File: config.mk
export PLATFORM = sky130hd
export DESIGN_NAME = dzs_ram
export DESIGN_NICKNAME = d
export VERILOG_FILES = /design/src/hdl/dzs_ram.sv
export SDC_FILE = /design/constraint.sdc
export NUM_CORES = 2
export LEC_CHECK = 0
export BUFFER_PORTS_ARGS = -buffer_cell sky130_fd_sc_hd__buf_2
export CORE_MARGIN = 2
export CORE_UTILIZATION = 45
export DETAILED_ROUTE_END_ITERATION = 16
export HOLD_SLACK_MARGIN = 0.12
export PLACE_DENSITY_LB_ADDON = 0.2
export SLEW_MARGIN = 20
export SYNTH_ARGS = -nofsm -noshare
export SYNTH_HDL_FRONTEND = slang
export SYNTH_SLANG_ARGS = --single-unit
export TNS_END_PERCENT = 30
File: constraint.sdc
create_clock -name clk -period 8.4 [get_ports clk]
set_input_delay 0.84 -clock clk [delete_from_list [all_inputs] [get_ports clk]]
set_output_delay 0.84 -clock clk [all_outputs]
set_load 0.1 [all_outputs]
File: src/hdl/dzs_ram.sv
// ----------------------------------------------------------------------------
// dzs_ram
// Generic single-write, single-read RAM with a registered read port.
// ----------------------------------------------------------------------------
module dzs_ram #(
	parameter int WIDTH = 32,
	parameter int DEPTH = 64,
	localparam int AW = $clog2(DEPTH)
) (
	input  logic             clk,
	input  logic             we,
	input  logic [AW-1:0]    waddr,
	input  logic [WIDTH-1:0] wdata,
	input  logic [AW-1:0]    raddr,
	output logic [WIDTH-1:0] rdata
);

	logic [WIDTH-1:0] mem [DEPTH];

	always_ff @(posedge clk) begin
		if (we) begin
			mem[waddr] <= wdata;
		end
		rdata <= mem[raddr];
	end

endmodule

==> tab_implementation.tex <==
\begin{tabular}{lr}
\hline
Metric & Value \\
\hline
\multicolumn{2}{l}{\textbf{Timing}} \\
Achievable frequency & roughly 270 MHz \\
Count of endpoints failing setup in the final report & 0 \\
Count of pins over their slew limit & 0 \\
Time the worst path needs with I/O delays and setup & roughly 3.7 ns \\
Slew HR & roughly 30\% \\
Fin Clk Skew & 0.0198 ns \\
Count of final hold-check violations & 0 \\
Transition time of the tightest slew-check pin & between 1 and 1.5 ns \\
Final-layout setup total negative slack & 0 ns \\
Final worst setup slack & approximately 4.7 ns \\
Fraction of the cycle the final worst path needs & between 40\% and 50\% \\
RSZ-0062 raised after global routing & no \\
\multicolumn{2}{l}{\textbf{GRT}} \\
Congestion Overflow GR & 0 \\
Wire length of the first global-routing pass & about 290 mm \\
Via count of the first global-routing pass & around 37000 \\
Largest net degree at the start of global routing & 93 \\
Initial antenna violation count & 13 \\
Overall fraction of global-route tracks in use & between 20\% and 30\% \\
\multicolumn{2}{l}{\textbf{Floorplanning}} \\
Number of top-level design ports & a little under 80 \\
Die footprint & 178000 um\^{}2 \\
Chip width & between 400 and 500 um \\
Core area & around 170000 um\^{}2 \\
Initial core utilization & about 45\% \\
Placement row count & approximately 150 \\
Height of the chip & 422 um \\
\multicolumn{2}{l}{\textbf{Critical path}} \\
Start-to-end type of the worst setup path & input port to register \\
Critical Path Fanout Max & 86 \\
Required time at the worst-slack endpoint & between 9 and 10 ns \\
Startpoint of the most critical register-to-register path & mem[63][11] \\
Startpoint class of the critical path & input port \\
Critical Path AT & around 4.4 ns \\
Worst setup startpoint & raddr[0] \\
Critical path endpoint category & register \\
\multicolumn{2}{l}{\textbf{Detailed routing}} \\
Routed wire length & about 200 mm \\
DR iter-0 viols & approximately 4800 \\
Mean routed wirelength per cell & 34.0 um \\
Antenna violation net count after detailed routing & 0 \\
DR DRC count & 0 \\
Number of search-and-repair iterations in the first detailed-routing pass & 5 \\
Via-per-instance ratio & $\sim$6.1 \\
Via total after detailed routing & around 37000 \\
\multicolumn{2}{l}{\textbf{Synth}} \\
FF+latch count, synth & 2080 \\
Fraction of synthesis flops using an asynchronous set or reset pin & 0\% \\
Netlist area before placement & $\sim$80000 um\^{}2 \\
Sequential area share after synthesis & just under 80\% \\
Net count after synthesis & 3370 \\
Post-synth EDFFs & just over 2000 \\
Synth Warn \# & 0 \\
Dominant synthesized flop cell & sky130\_fd\_sc\_hd\_\_edfxtp\_1 \\
Syn Inst Count & around 3300 \\
Number of library cell types mapped by synthesis & 34 \\
Mean instance size in the synthesized netlist & about 24 um\^{}2 \\
\multicolumn{2}{l}{\textbf{Final layout}} \\
Footprint of the multi-input gates & around 16000 um\^{}2 \\
Highest-count cells in the layout ignoring fill and taps & 2048 x sky130\_fd\_sc\_hd\_\_edfxtp\_1, 544 x sky130\_fd\_sc\_hd\_\_mux4\_2, 211 x sky130\_fd\_sc\_hd\_\_clkbuf\_16 \\
NumNets Final & roughly 3600 \\
Fillers & 13478 \\
Layout area overhead & 13.6\% \\
Total area of sequential cells & slightly above 60000 um\^{}2 \\
Most common library cell in the layout ignoring fill and taps & sky130\_fd\_sc\_hd\_\_edfxtp\_1 \\
Fraction of layout instances using a drive strength above 1 & between 20 and 30\% \\
\multicolumn{2}{l}{\textbf{Placed design}} \\
Post-detailed-placement half-perimeter wirelength & about 110 mm \\
Setup slack at placement & 3.77 ns \\
Number of input and output port buffers inserted & 77 \\
Final RePlAce weighted congestion & 0.766 \\
\multicolumn{2}{l}{\textbf{Power and ir drop}} \\
Worst vdd rail ir drop & $\sim$0.19 mV \\
Total power after layout & between 20 and 25 mW \\
Total leakage power & $\sim$28 nW \\
Power Density & approximately 240 nW/um\^{}2 \\
\multicolumn{2}{l}{\textbf{Clocking}} \\
CTS clock-pin slew for the worst setup and hold paths & $\sim$0.06 ns \\
Master cell of the clock root buffer & sky130\_fd\_sc\_hd\_\_clkbuf\_16 \\
Maximum buffer depth of the clock tree & 3 \\
CTS tree & yes \\
Clock Sink Count & 2080 \\
H-tree levels & 4 \\
Postcts setup bufs & 0 \\
Post-CTS Resized & 0 \\
TritonCTS buffer count & around 210 \\
Worst-Skew Late Latency & between 0.8 and 0.9 ns \\
Count of hold-fix buffers inserted at cts & 0 \\
\multicolumn{2}{l}{\textbf{Hold path}} \\
Min-Delay Path Class & input port to register \\
Hold path start & wdata[19] \\
\multicolumn{2}{l}{\textbf{Job}} \\
Number of max-cap violations & 0 \\
\multicolumn{2}{l}{\textbf{Run status}} \\
Outcome & finished, final reports clean \\
\hline
\end{tabular}
==> power by group <==
group / internal (mW) / switching, mW
Combinational: 0.378 / 0.813
Clock: 5.25 / 3.86
Sequential: 11.5 / 0.0513
==> cell type report <==
cell class | instances | area share, %
Sequential cell | 2080 | 69.7
Timing Repair Buffer | 194 | 1.66
Tap cell | 2325 | 3.26
Antenna cell | 3 | 0.00842
Clock buffer | 273 | 6.22
Multi-Input combinational cell | 1062 | 17.9
Clock inverter | 112 | 1.26
==> worst paths after layout <==
| kind | endpoint | slack [ns] | cells after the start |
|---|---|---|---|
| setup / recovery | rdata[5] | 4.71 | 7 |
| hold / removal | mem[30][19] | 0.56 | 1 |
| setup reg to reg | rdata[11] | 5.96 | 5 |
| hold reg to reg | rdata[17] | 0.75 | 4 |
==> kinds of logic (layout without fill, tap and decap cells) <==
| kind of cell | after synthesis | count (layout) | synth area share, % |
|---|---|---|---|
| simple gates | 223 | 223 | 1.27 |
| flops | 2080 | 2080 | 79.1 |
| other cells | 0 | 3 | 0 |
| mux | 637 | 637 | 16.8 |
| compound gates | 202 | 202 | 1.67 |
| buf+inv | 182 | 579 | 1.13 |
==> registers in the layout, summed over array words and instances (netlist names) <==
register and count:
mem 2048, rdata 32
==> synthesized netlist by cell type, drive strengths merged, types with 5 or more instances <==
| library cell | count | area share (%) |
|---|---|---|
| nor2b | 15 | 0.12 |
| buf | 108 | 0.77 |
| mux4 | 544 | 16 |
| nor3 | 7 | 0.045 |
| o221ai | 27 | 0.30 |
| nand3 | 5 | 0.032 |
| nor2 | 137 | 0.65 |
| mux2i | 93 | 1.2 |
| clkbuf | 74 | 0.35 |
| a311oi | 8 | 0.089 |
| edfxtp | 2048 | 78 |
| nand2b | 8 | 0.064 |
| a22oi | 12 | 0.11 |
| nand3b | 5 | 0.048 |
| dfxtp | 32 | 0.82 |
| a21oi | 62 | 0.40 |
| o22ai | 84 | 0.67 |
| or3b | 5 | 0.056 |
| nand2 | 26 | 0.12 |
==> per-stage QoR <==
stage / hold slack, ns / std cells / utilization [%] / area [um^2]
floorplan: 0.663 / 3324 / - / 78500
global placement: 0.702 / 5661 / 47.5 / 82500
detailed placement: 0.738 / 5661 / 47.5 / 82500
CTS: 0.530 / 6046 / 51.3 / 89100
global route: 0.561 / 6047 / 51.4 / 89200
finish: 0.559 / 6049 / 51.4 / 89200
==> critical path, cell delays in order <==
cell,delay [ns]
sky130_fd_sc_hd__buf_8,0.58
sky130_fd_sc_hd__buf_12,0.63
sky130_fd_sc_hd__buf_4,0.47
sky130_fd_sc_hd__mux4_2,0.55
sky130_fd_sc_hd__mux4_2,0.48
sky130_fd_sc_hd__o22ai_1,0.48
sky130_fd_sc_hd__nor2_1,0.12
==> metal layers <==
metal  wire length, um  up-vias  GRT usage, %
li1                  -    14740             -
met1             85300    20120          32.8
met2             99800     1507          37.1
met3             15300      276          4.36
met4              5550        0          6.42
met5                 0        -             0
No activity file was read; power rests on OpenSTA's default activity.
